File: src/design/sacl_pkg.sv
// Shared types, constants and codes of the set-associative LRU cache model.
// No dependencies; every other design file uses this package.
package sacl_pkg;

    // Sizing of the cache arrays and of the address.
    localparam int MAX_SETS   = 64;
    localparam int MAX_WAYS   = 8;
    localparam int ADDR_WIDTH = 64;

    // Fixed widths of the interface fields and of the configuration registers.
    localparam int IN_ADDR_W    = 64;
    localparam int KIND_W       = 2;
    localparam int CNT_W        = 32;
    localparam int SETB_W       = 3;
    localparam int WAYS_FIELD_W = 4;
    localparam int OFFB_W       = 6;
    localparam int APB_AW       = 4;
    localparam int APB_DW       = 32;
    localparam int REG_IDX_W    = APB_AW - 2;

    // Derived widths.
    localparam int SET_W   = $clog2(MAX_SETS);
    localparam int WAY_W   = (MAX_WAYS > 1) ? $clog2(MAX_WAYS) : 1;
    localparam int REC_W   = WAY_W;
    localparam int LIM_W   = REC_W + 1;
    localparam int TAG_W   = ADDR_WIDTH;
    localparam int SBITS_W = $clog2(SET_W + 1);
    localparam int SHIFT_W = $clog2((2 ** OFFB_W) + SET_W);

    // Register word indexes on the configuration port.
    localparam logic [REG_IDX_W-1:0] REG_SET_BITS    = REG_IDX_W'(0);
    localparam logic [REG_IDX_W-1:0] REG_WAYS        = REG_IDX_W'(1);
    localparam logic [REG_IDX_W-1:0] REG_OFFSET_BITS = REG_IDX_W'(2);

    // Kind of one trace access.
    typedef enum logic [KIND_W-1:0] {
        KIND_LOAD   = 2'd0,
        KIND_STORE  = 2'd1,
        KIND_MODIFY = 2'd2,
        KIND_INSTR  = 2'd3
    } access_kind_t;

    // Configuration register contents.
    typedef struct packed {
        logic [SETB_W-1:0]       set_index_bits;
        logic [WAYS_FIELD_W-1:0] ways_in_use;
        logic [OFFB_W-1:0]       block_offset_bits;
    } cfg_t;

    // One set of the cache: valid bits, tags and recency ranks of all ways.
    typedef struct packed {
        logic [MAX_WAYS-1:0]            valid;
        logic [MAX_WAYS-1:0][TAG_W-1:0] tag;
        logic [MAX_WAYS-1:0][REC_W-1:0] rec;
    } line_row_t;

    // Outcome of one lookup.
    typedef struct packed {
        logic hit;
        logic miss;
        logic eviction;
    } access_flags_t;

endpackage

File: src/design/sacl_cfg_regs.sv
// APB-style configuration registers: set index bits, ways in use, offset bits.
// Depends on sacl_pkg for the register layout and codes.
module sacl_cfg_regs (
    input  logic                        clk,
    input  logic                        rst_n,
    input  logic                        psel,
    input  logic                        penable,
    input  logic                        pwrite,
    input  logic [sacl_pkg::APB_AW-1:0] paddr,
    input  logic [sacl_pkg::APB_DW-1:0] pwdata,
    output logic [sacl_pkg::APB_DW-1:0] prdata,
    output logic                        pready,
    output sacl_pkg::cfg_t              cfg
);
    import sacl_pkg::*;

    cfg_t                 cfg_reg;
    cfg_t                 cfg_next;
    logic [REG_IDX_W-1:0] word_idx;
    logic                 wr_fire;

    assign pready   = 1'b1;
    assign word_idx = paddr[APB_AW-1:2];
    assign wr_fire  = psel & penable & pwrite;

    // Register write decode; writes to unused words are dropped.
    always_comb
    begin
        cfg_next = cfg_reg;
        if (wr_fire)
        begin
            unique case (word_idx)
                REG_SET_BITS:    cfg_next.set_index_bits    = pwdata[SETB_W-1:0];
                REG_WAYS:        cfg_next.ways_in_use       = pwdata[WAYS_FIELD_W-1:0];
                REG_OFFSET_BITS: cfg_next.block_offset_bits = pwdata[OFFB_W-1:0];
                default:         cfg_next = cfg_reg;
            endcase
        end
    end

    always_ff @(posedge clk or negedge rst_n)
    begin
        if (!rst_n)
        begin
            cfg_reg.set_index_bits    <= SETB_W'(1);
            cfg_reg.ways_in_use       <= WAYS_FIELD_W'(1);
            cfg_reg.block_offset_bits <= OFFB_W'(1);
        end
        else
        begin
            cfg_reg <= cfg_next;
        end
    end

    // Read-back mux.
    always_comb
    begin
        unique case (word_idx)
            REG_SET_BITS:    prdata = APB_DW'(cfg_reg.set_index_bits);
            REG_WAYS:        prdata = APB_DW'(cfg_reg.ways_in_use);
            REG_OFFSET_BITS: prdata = APB_DW'(cfg_reg.block_offset_bits);
            default:         prdata = '0;
        endcase
    end

    assign cfg = cfg_reg;

endmodule

File: config.mk
export PLATFORM = sky130hd
export DESIGN_NAME = sacl_cfg_regs
export DESIGN_NICKNAME = d
export VERILOG_FILES = /design/src/design/sacl_pkg.sv /design/src/design/sacl_cfg_regs.sv
export SDC_FILE = /design/constraint.sdc
export NUM_CORES = 1
export LEC_CHECK = 0
export BUFFER_PORTS_ARGS = -buffer_cell sky130_fd_sc_hd__buf_2
export CAP_MARGIN = 0
export CORE_MARGIN = 2
export CORE_UTILIZATION = 35
export CTS_CLUSTER_SIZE = 40
export DETAILED_ROUTE_END_ITERATION = 7
export PLACE_DENSITY_LB_ADDON = 0.05
export RECOVER_POWER = 100
export SLEW_MARGIN = 20
export SYNTH_ARGS = -nofsm -noshare
export SYNTH_HDL_FRONTEND = slang
export SYNTH_SLANG_ARGS = --single-unit
File: constraint.sdc
create_clock -name clk -period 1.5 [get_ports clk]
set_clock_uncertainty 0.05 [all_clocks]
set_input_delay 0.3 -clock clk [delete_from_list [all_inputs] [get_ports clk]]
set_output_delay 0.3 -clock clk [all_outputs]
set_load 0.005 [all_outputs]
Word level (Yosys, flattened, before mapping)
Index checks and enable logic that the tools add are counted.
{ "op_classes": {"bitwise": 2, "mux": 1, "n_eq_ne": 2, "reduce_logical": 4} }
{ "op_table": {"columns": ["operator", "count"], "rows": [
  ["$pmux W6 S3", 1],
  ["$reduce_and A2 Y1", 3],
  ["$and A1 B1 Y1", 2],
  ["$eq A2 B1 Y1 const B", 1],
  ["$eq A2 B2 Y1 const B", 1],
  ["$logic_not A2 Y1", 1]
]} }
{ "totals": {"ff_bits": 13, "inputBits": 41, "output_inout_bits": 46} }

Depth between registers and ports, before layout
Gate-level depths: netlist (run 1).
{ "depth": {"ltp_word": 3, "depth_mapped": 4} }

Worst setup path after synthesis (run 1)
OpenSTA, ideal clock, no wires.
{ "synth_timing": {"path_kind": "in2reg", "from": "in paddr[3] (netlist bit)", "to": "reg cfg_reg, in the netlist cfg[7]", "n_path_buf": 1, "arrival_time_ns": 1.172, "stages": 3, "required_ns": 1.325, "slack_ns": 0.153, "path_cell_list": "buf_4 -> or3b_4 -> mux2_4"} }
{ "synth_via": {"elab_chain_cells": 2} }
{ "synth_rtl": {"columns": ["item", "line", "source"], "rows": [
  ["start, declared", "sacl_cfg_regs.sv:9", "input logic [sacl_pkg::APB_AW-1:0] paddr,"],
  ["$eq A2 B1 Y1", "sacl_cfg_regs.sv:32", "unique case (word_idx)"],
  ["$reduce_and A2 Y1 (no source line)", null, null],
  ["end signal, assigned", "sacl_cfg_regs.sv:51", "cfg_reg <= cfg_next;"],
  ["end, declared", "sacl_cfg_regs.sv:17", "cfg_t cfg_reg;"]
]} }
Every way passes these cells.
A chain may end at the register's enable or synchronous reset.

Worst setup path after layout (run 1)
{ "layout_timing": {"from": "reg cfg_reg, in the netlist cfg[0]", "to": "out prdata[0] (netlist bit)"} }
{ "layout_via": {"elab_chain_cells": 1} }
{ "layout_rtl": {"columns": ["item", "line", "source"], "rows": [
  ["$pmux W6 S3", "sacl_cfg_regs.sv:58", "unique case (word_idx)"],
  ["end, declared", "sacl_cfg_regs.sv:11", "output logic [sacl_pkg::APB_DW-1:0] prdata,"]
]} }
Every way passes these cells.

==> impl_metrics.json, run 1 <==
{
  "ys_seq_elements": 13,
  "yosys_warnings": 0,
  "via_per_inst": 4.06,
  "worst_pin_slew_ns": 0.752,
  "cp-end-kind": "output pin",
  "root_buffer": "clkbuf_4",
  "ff_latch_area_sq_um": 329,
  "ant_nets": 0,
  "gr-total-overflow": 0,
  "hold_slack_ns": 0.200,
  "via_count": 572,
  "chipHeight_microns": 52.8,
  "irDropWorstVdd_mv": 0.508,
  "path_class": "register to output pin",
  "fin_crit_sh_pct": 99.8,
  "gp_congestion": 0.699,
  "clockBufferDepth": 2,
  "synthDistinctLibCells": 17,
  "final_net_count": 155,
  "cts_tree": "yes",
  "syn_area_per_cell_sq_um": 11.3,
  "n_fill_cell": 266,
  "status": "finished clean",
  "hold_depth": 2,
  "firstDrtPassIters": 2,
  "first_global_vias": 501,
  "power_density_nw_per_um2": 1040,
  "slew_viol_final": 0,
  "final_common_cell": "conb_1",
  "finalSetupViolations": 0,
  "fp.dieArea_sq_um": 2790,
  "die_w_microns": 52.8,
  "remaining_drc_errors": 0,
  "slew_headroom_pct": 49.9,
  "dp_slack_ns": 0.0452,
  "core_sq_um": 2230,
  "clkSlewWorstSetupHoldPaths_ns": 0.09,
  "wl_per_cell_microns": 10.6,
  "timing.rr.start": "cfg[8]",
  "syn_area_sq_um": 833,
  "final_cell_mix": "conb_1, buf_2, clkbuf_1",
  "drive_gt1_share_pct": 38.9,
  "min_path_type": "input port to register",
  "antenna_found_initial": 0,
  "synthToLayoutAreaGrowth_pct": 14.7,
  "critPathLaunchType": "register",
  "largest_reg_flops": 13,
  "io_pins": 87,
  "grt_use_total_pct": 11.7,
  "p_total_uw": 995,
  "cts_buffers": 3,
  "multi_input_area_sq_um": 377,
  "reg2reg_depth": 1,
  "drt_iter0_drc": 4,
  "clock-sinks": 13,
  "cp.required_ns": 1.15,
  "antennaDiodeCount": 0,
  "worst-path-max-fanout": 3,
  "hold_violations": 0,
  "clock.fmax_mhz": 668,
  "seq_area_frac_synth_pct": 39.5,
  "r2r_slack_ns": 0.63,
  "grt_pass1_wl_mm": 2.33,
  "grt_max_degree": 14,
  "max_cap_viol_count": 0,
  "worstPathArrival_ns": 1.15,
  "clock_latency_ns": 0.27,
  "cts_setup_buffers": 0,
  "setup_ws_ns": 0.00275,
  "rsz0062_at_grt": "true",
  "netlist_instances": 74,
  "reg2reg_to": "cfg[8]",
  "leakagePower_uw": 0.000495,
  "finalCriticalPeriod_ns": 1.50,
  "portBuffers": 31,
  "min-delay-start": "pwdata[3]",
  "hpwlAfterDp_mm": 1.21,
  "rows": 17,
  "drt_wl_total_mm": 1.50,
  "start_util_pct": 37.3,
  "htree_num_levels": 1,
  "min_to": "cfg[9]"
}
[metal layers]
metal,part of all wire [%],global-route usage (%),vias up
li1,-,-,275
met1,42,15.9,263
met2,49,19.0,34
met3,8.9,1.71,0
met4,0,3.85,0
met5,0,0,-
[synth_stat cells, drive strengths merged]
cell	n	area, sq um
a22o	1	8.76
and2	2	12.5
and2b	1	7.51
buf	28	210
conb	2	7.51
dfrtp	10	250
dfstp	3	78.8
mux2	13	161
mux2i	3	30.0
nand2	3	11.3
nand3	1	5.00
nor2b	1	6.26
nor3	1	5.00
nor3b	1	12.5
o21ai	3	15.0
or3b	1	11.3
[critical path, cell delays in order, from the launching register on]
cell	delay (ns)
dfstp_2	0.55
mux2i_1	0.06
o21ai_1	0.13
buf_2	0.13
[worst max path at each step]
stage / start / end / slack, ns / cells after the start
floorplan: paddr[3] / cfg[7] / 0.15 / 3
global placement: pwrite / cfg[7] / 0.06 / 4
detailed placement: pwrite / cfg[12] / 0.05 / 5
CTS: cfg[0] / prdata[0] / -0.005 / 3
global route: cfg[10] / prdata[0] / -0.08 / 3
finish: cfg[0] / prdata[0] / 0.003 / 3
[report_power, final]
| group | switching (uW) | total (uW) | leakage, uW | internal, uW |
|---|---|---|---|---|
| clock network | 115 | 218 | 0.0000150 | 103 |
| logic | 121 | 274 | 0.000326 | 153 |
| registers | 56.1 | 502 | 0.000154 | 446 |
| total | 293 | 995 | 0.000495 | 702 |
[final cells by class]
class / instances / area share [%]
Tap cell: 28 / 3.66
Clock buffer: 4 / 2.75
Multi-Input combinational cell: 58 / 39.4
Sequential cell: 13 / 34.4
Timing Repair Buffer: 38 / 19.8
[per-stage QoR]
step                area (sq um)  utilization [%]  std cells  TNS [ns]
global placement             952             42.6        136         0
floorplan                    927                -         99         0
detailed placement           952             42.6        136         0
global route                 956             42.8        141   -0.0750
finish                       956             42.8        141         0
CTS                          988             44.3        141  -0.00482
[kinds of logic (layout without fill, tap and decap cells)]
kind of cell / Yosys count / count (layout) / synth area share (%)
DFF: 13 / 13 / 39.5
muxes: 16 / 16 / 23.0
other: 2 / 27 / 0.901
buffers and inverters: 28 / 42 / 25.2
AOI/OAI and AO/OA: 4 / 4 / 2.85
and+or+nand+nor: 11 / 11 / 8.56
[timing repair]
action / CTS / global route
hold buffers: 1 / 0
hold endpoints to repair: 10 / 0
gates resized for setup: 1 / 0
endpoints found under the setup margin: 1 / 1
Note: power is estimated with default switching activity, not from simulation.
==> inputs of run 2 (changes only) <==
Clock period 1.5 ns to 1.9 ns, I/O delays scaled along.
==> impl_metrics.json, run 2 (synthesis gave the netlist of run 1 again) <==
{
  "irDropWorstVdd_mv": 0.425,
  "hold_depth": 2,
  "via_count": 572,
  "grt_max_degree": 14,
  "hold_violations": 0,
  "cp-end-kind": "output pin",
  "firstDrtPassIters": 4,
  "worstPathArrival_ns": 1.31,
  "worst-path-max-fanout": 8,
  "grt_use_total_pct": 12.6,
  "chipHeight_microns": 52.8,
  "fp.dieArea_sq_um": 2790,
  "synthToLayoutAreaGrowth_pct": 10.5,
  "wl_per_cell_microns": 11.5,
  "clock-sinks": 13,
  "finalSetupViolations": 0,
  "power_density_nw_per_um2": 853,
  "start_util_pct": 37.3,
  "postCtsHoldBufs": 1,
  "worst_pin_slew_ns": 0.754,
  "slew_viol_final": 0,
  "setup_tns_ns": 0,
  "root_buffer": "clkbuf_4",
  "die_w_microns": 52.8,
  "final_cell_mix": "conb_1, buf_2, clkbuf_1",
  "drive_gt1_share_pct": 32.1,
  "final_common_cell": "conb_1",
  "drt_wl_total_mm": 1.58,
  "largest_reg_flops": 13,
  "hpwlAfterDp_mm": 1.24,
  "critPathLaunchType": "input port",
  "cts.repair.resized": 0,
  "htree_num_levels": 1,
  "min_path_type": "input port to register",
  "hold_slack_ns": 0.267,
  "portBuffers": 31,
  "gr-total-overflow": 0,
  "cts_setup_buffers": 0,
  "cts_buffers": 3,
  "rows": 17,
  "drt_iter0_drc": 5,
  "cts_tree": "yes",
  "max_cap_viol_count": 0,
  "antennaDiodeCount": 0,
  "first_global_vias": 495,
  "core_sq_um": 2230,
  "rsz0062_at_grt": "false",
  "antenna_found_initial": 0,
  "remaining_drc_errors": 0,
  "clkSlewWorstSetupHoldPaths_ns": 0.09,
  "reg2reg_depth": 1,
  "via_per_inst": 4.18,
  "cp.required_ns": 1.47,
  "clock_latency_ns": 0.27,
  "gp_congestion": 0.664,
  "slew_headroom_pct": 49.8,
  "path_class": "input port to output pin",
  "clock.fmax_mhz": 576,
  "grt_pass1_wl_mm": 2.44,
  "clockBufferDepth": 2,
  "status": "finished clean",
  "io_pins": 87,
  "fin_crit_sh_pct": 91.4,
  "ant_nets": 0,
  "final_net_count": 151,
  "finalCriticalPeriod_ns": 1.74,
  "leakagePower_uw": 0.000471
}
## run 2: cell count changes in the layout (fill, tap and decap cells not counted)
cell,change
clkbuf_4,-2
nor3b_2,-1
nor3b_1,+1
o21ai_0,+1
dfstp_1,+3
or3b_4,-1
buf_4,-1
clkbuf_2,-1
o21ai_1,-1
dfstp_2,-3
or3b_1,+1
## run 2: layout make-up
type	count	area, sq um
Fill cell	248	1310
Timing Repair Buffer	34	161
Tap cell	28	35.0
Multi-Input combinational cell	58	369
Sequential cell	13	329
Clock buffer	4	26.3
## run 2: per-layer routing
metal | share of wire [%] | track usage (%) | wire [microns] | vias up
met5 | 0 | 0 | 0 | -
met4 | 0 | 5.13 | 0 | 0
met3 | 8.4 | 3.71 | 132 | 0
met2 | 45 | 19.6 | 712 | 36
met1 | 46 | 16.1 | 730 | 274
li1 | - | - | - | 262
## run 2: path summary, 6_finish.rpt
| check | from | end | slack, ns |
|---|---|---|---|
| worst max register to register | cfg[7] | cfg[7] | 1.03 |
| worst min register to register | cfg[9] | cfg[9] | 0.48 |
| worst min-delay path | pwdata[3] | cfg[9] | 0.27 |
| max in group asynchronous | rst_n | cfg[8] | 0.70 |
| worst max-delay path | paddr[2] | prdata[3] | 0.16 |
| min in group asynchronous | rst_n | cfg[4] | 0.62 |
## run 2: worst max-delay path, cell delays in order
cell	delay, ns
clkbuf_1	0.23
nor2b_1	0.38
a22o_1	0.20
clkbuf_1	0.12
## run 2: power by group
| group | switching [uW] | leakage (uW) | internal, uW | total [uW] |
|---|---|---|---|---|
| clock network | 97.9 | 0.0000150 | 81.3 | 179 |
| logic | 95.4 | 0.000303 | 118 | 214 |
| registers | 44.9 | 0.000153 | 347 | 392 |
| total | 238 | 0.000471 | 547 | 785 |
## run 2: through the flow
stage               setup slack [ns]  total power [uW]  instance area, sq um  instances  utilization (%)
finish                         0.164               785                   921        137             41.2
global route                  0.0978               848                   921        137             41.2
CTS                            0.263               825                   958        137             42.9
detailed placement             0.268               642                   922        132             41.3
global placement               0.269               635                   922        132             41.3
floorplan                      0.473               561                   927         99                -
==> inputs of run 3 (changes only) <==
Settings changed: CTS_CLUSTER_DIAMETER set to 40, RECOVER_POWER 100 to 50, REMOVE_ABC_BUFFERS set to 1.
==> impl_metrics.json, run 3 (synthesis gave the netlist of run 1 again) <==
{
  "drt_iter0_drc": 1,
  "cp_cell_sequence": "mux2i_1 > o21ai_0 > buf_2",
  "worst-path-max-fanout": 3,
  "slowest_delay_ns": 0.54,
  "pwr-share-comb_pct": 27.9,
  "clock.fmax_mhz": 628,
  "worstPathArrival_ns": 1.16,
  "place_inst": 131,
  "clkSlewWorstSetupHoldPaths_ns": 0.08,
  "drive_gt1_share_pct": 42.6,
  "synthToLayoutAreaGrowth_pct": 11.3,
  "cp-end-kind": "output pin",
  "status": "finished clean",
  "remaining_drc_errors": 0,
  "final_cell_area_sq_um": 927,
  "core_sq_um": 2230,
  "layout.cells.non_filler": 136,
  "final_util_pct": 41.5,
  "slowest_stage": "dfstp_2",
  "die_w_microns": 52.8,
  "hold_depth": 2,
  "first_global_vias": 517,
  "setup_ws_ns": 0.307,
  "clock-sinks": 13,
  "grt_max_degree": 14,
  "clockBufferDepth": 2,
  "clock_latency_ns": 0.28,
  "leakagePower_uw": 0.000499,
  "rsz0062_at_grt": "false",
  "path_class": "register to output pin",
  "root_buffer": "clkbuf_4",
  "min_path_type": "input port to register",
  "dp_slack_ns": 0.296,
  "irDropWorstVdd_mv": 0.576,
  "seqPwrFrac_pct": 50.0,
  "multi_input_area_sq_um": 369,
  "finalCriticalPeriod_ns": 1.59,
  "n_fill_cell": 234,
  "power_density_nw_per_um2": 853,
  "cts_tree": "yes",
  "cts.repair.resized": 0,
  "fin_crit_sh_pct": 83.9,
  "p_sw_share_pct": 29.2,
  "antennaDiodeCount": 0,
  "largest_reg_flops": 13,
  "worst_pin_slew_ns": 0.712,
  "reg2reg_depth": 1,
  "start_util_pct": 37.3,
  "via_per_inst": 4.22,
  "ff_latch_area_sq_um": 329,
  "clockPowerShare_pct": 22.1,
  "io_pins": 87,
  "gr-total-overflow": 0,
  "grt_use_total_pct": 11.4,
  "fp.dieArea_sq_um": 2790,
  "chipHeight_microns": 52.8,
  "cp.required_ns": 1.47,
  "cts_buffers": 3,
  "final_net_count": 150,
  "htree_num_levels": 1,
  "portBuffers": 31,
  "firstDrtPassIters": 3,
  "setup_tns_ns": 0,
  "final_common_cell": "buf_2",
  "net-switching-power_uw": 231,
  "place_area_sq_um": 915,
  "drt_wl_total_mm": 1.47,
  "finalSetupViolations": 0,
  "hpwlAfterDp_mm": 1.18,
  "max_cap_viol_count": 0,
  "wl_per_cell_microns": 10.8,
  "p_int_uw": 560,
  "slew_viol_final": 0,
  "hold_violations": 0,
  "ant_nets": 0,
  "gp_congestion": 0.677,
  "cts_setup_buffers": 0,
  "antenna_found_initial": 0,
  "slew_headroom_pct": 52.6,
  "via_count": 574,
  "grt_pass1_wl_mm": 2.24,
  "rows": 17,
  "critPathLaunchType": "register",
  "final_cell_mix": "buf_2, conb_1, dfrtp_1"
}
-- run 3: changes by cell type in the layout (fill, tap and decap cells not counted), sizes merged --
cell    previous run  this run
buf               22        30
clkbuf            15         6
-- run 3: final cells by class --
cell class | instances | share of cell area [%]
sequential | 13 | 35.5
tap | 28 | 3.78
clock buffer | 4 | 2.83
multi-input combinational | 58 | 39.8
timing repair buffer | 33 | 18.1
-- run 3: timing repair --
action | CTS | global route
hold endpoints to repair | 10 | 0
endpoints found under the setup margin | 0 | 0
hold buffers | 1 | 0
-- run 3: power groups by stage --
stage / combinational (uW) / sequential [uW] / clock, uW
global route: 249 / 406 / 199
global placement: 234 / 401 / 0
detailed placement: 236 / 402 / 0
floorplan: 111 / 406 / 0
CTS: 238 / 398 / 182
finish: 221 / 395 / 175
-- run 3: routing by layer --
metal / routed length, microns / global-route usage [%] / share of wire (%) / up-vias
met4: 16 / 6.41 / 1.1 / 0
met5: 0 / 0 / 0 / -
met2: 680 / 18.3 / 46 / 44
li1: - / - / - / 261
met1: 627 / 14.4 / 43 / 267
met3: 149 / 2.00 / 10 / 2
-- run 3: worst max-delay path: cells and delay by family, from the launching register on --
family | cells | cell delay [ns]
buffers and inverters | 1 | 0.13
multiplexers | 1 | 0.07
AO/OA/AOI/OAI | 1 | 0.13
flip-flops | 1 | 0.54
-- run 3: metrics by stage --
stage | total power [uW] | hold WS [ns]
after floorplan | 517 | 0.0344
final | 791 | 0.276
after detailed placement | 638 | 0.239
after global routing | 853 | 0.274
after global placement | 635 | 0.238
after CTS | 817 | 0.272
-- run 3: worst paths after layout --
check,start,endpoint,slack [ns]
min in group asynchronous,rst_n,cfg[7],0.61
worst min-delay path,pwdata[5],cfg[5],0.28
worst max-delay path,cfg[0],prdata[0],0.31
max in group asynchronous,rst_n,cfg[9],0.74
worst max register to register,cfg[7],cfg[7],1.03
worst min register to register,cfg[4],cfg[4],0.47
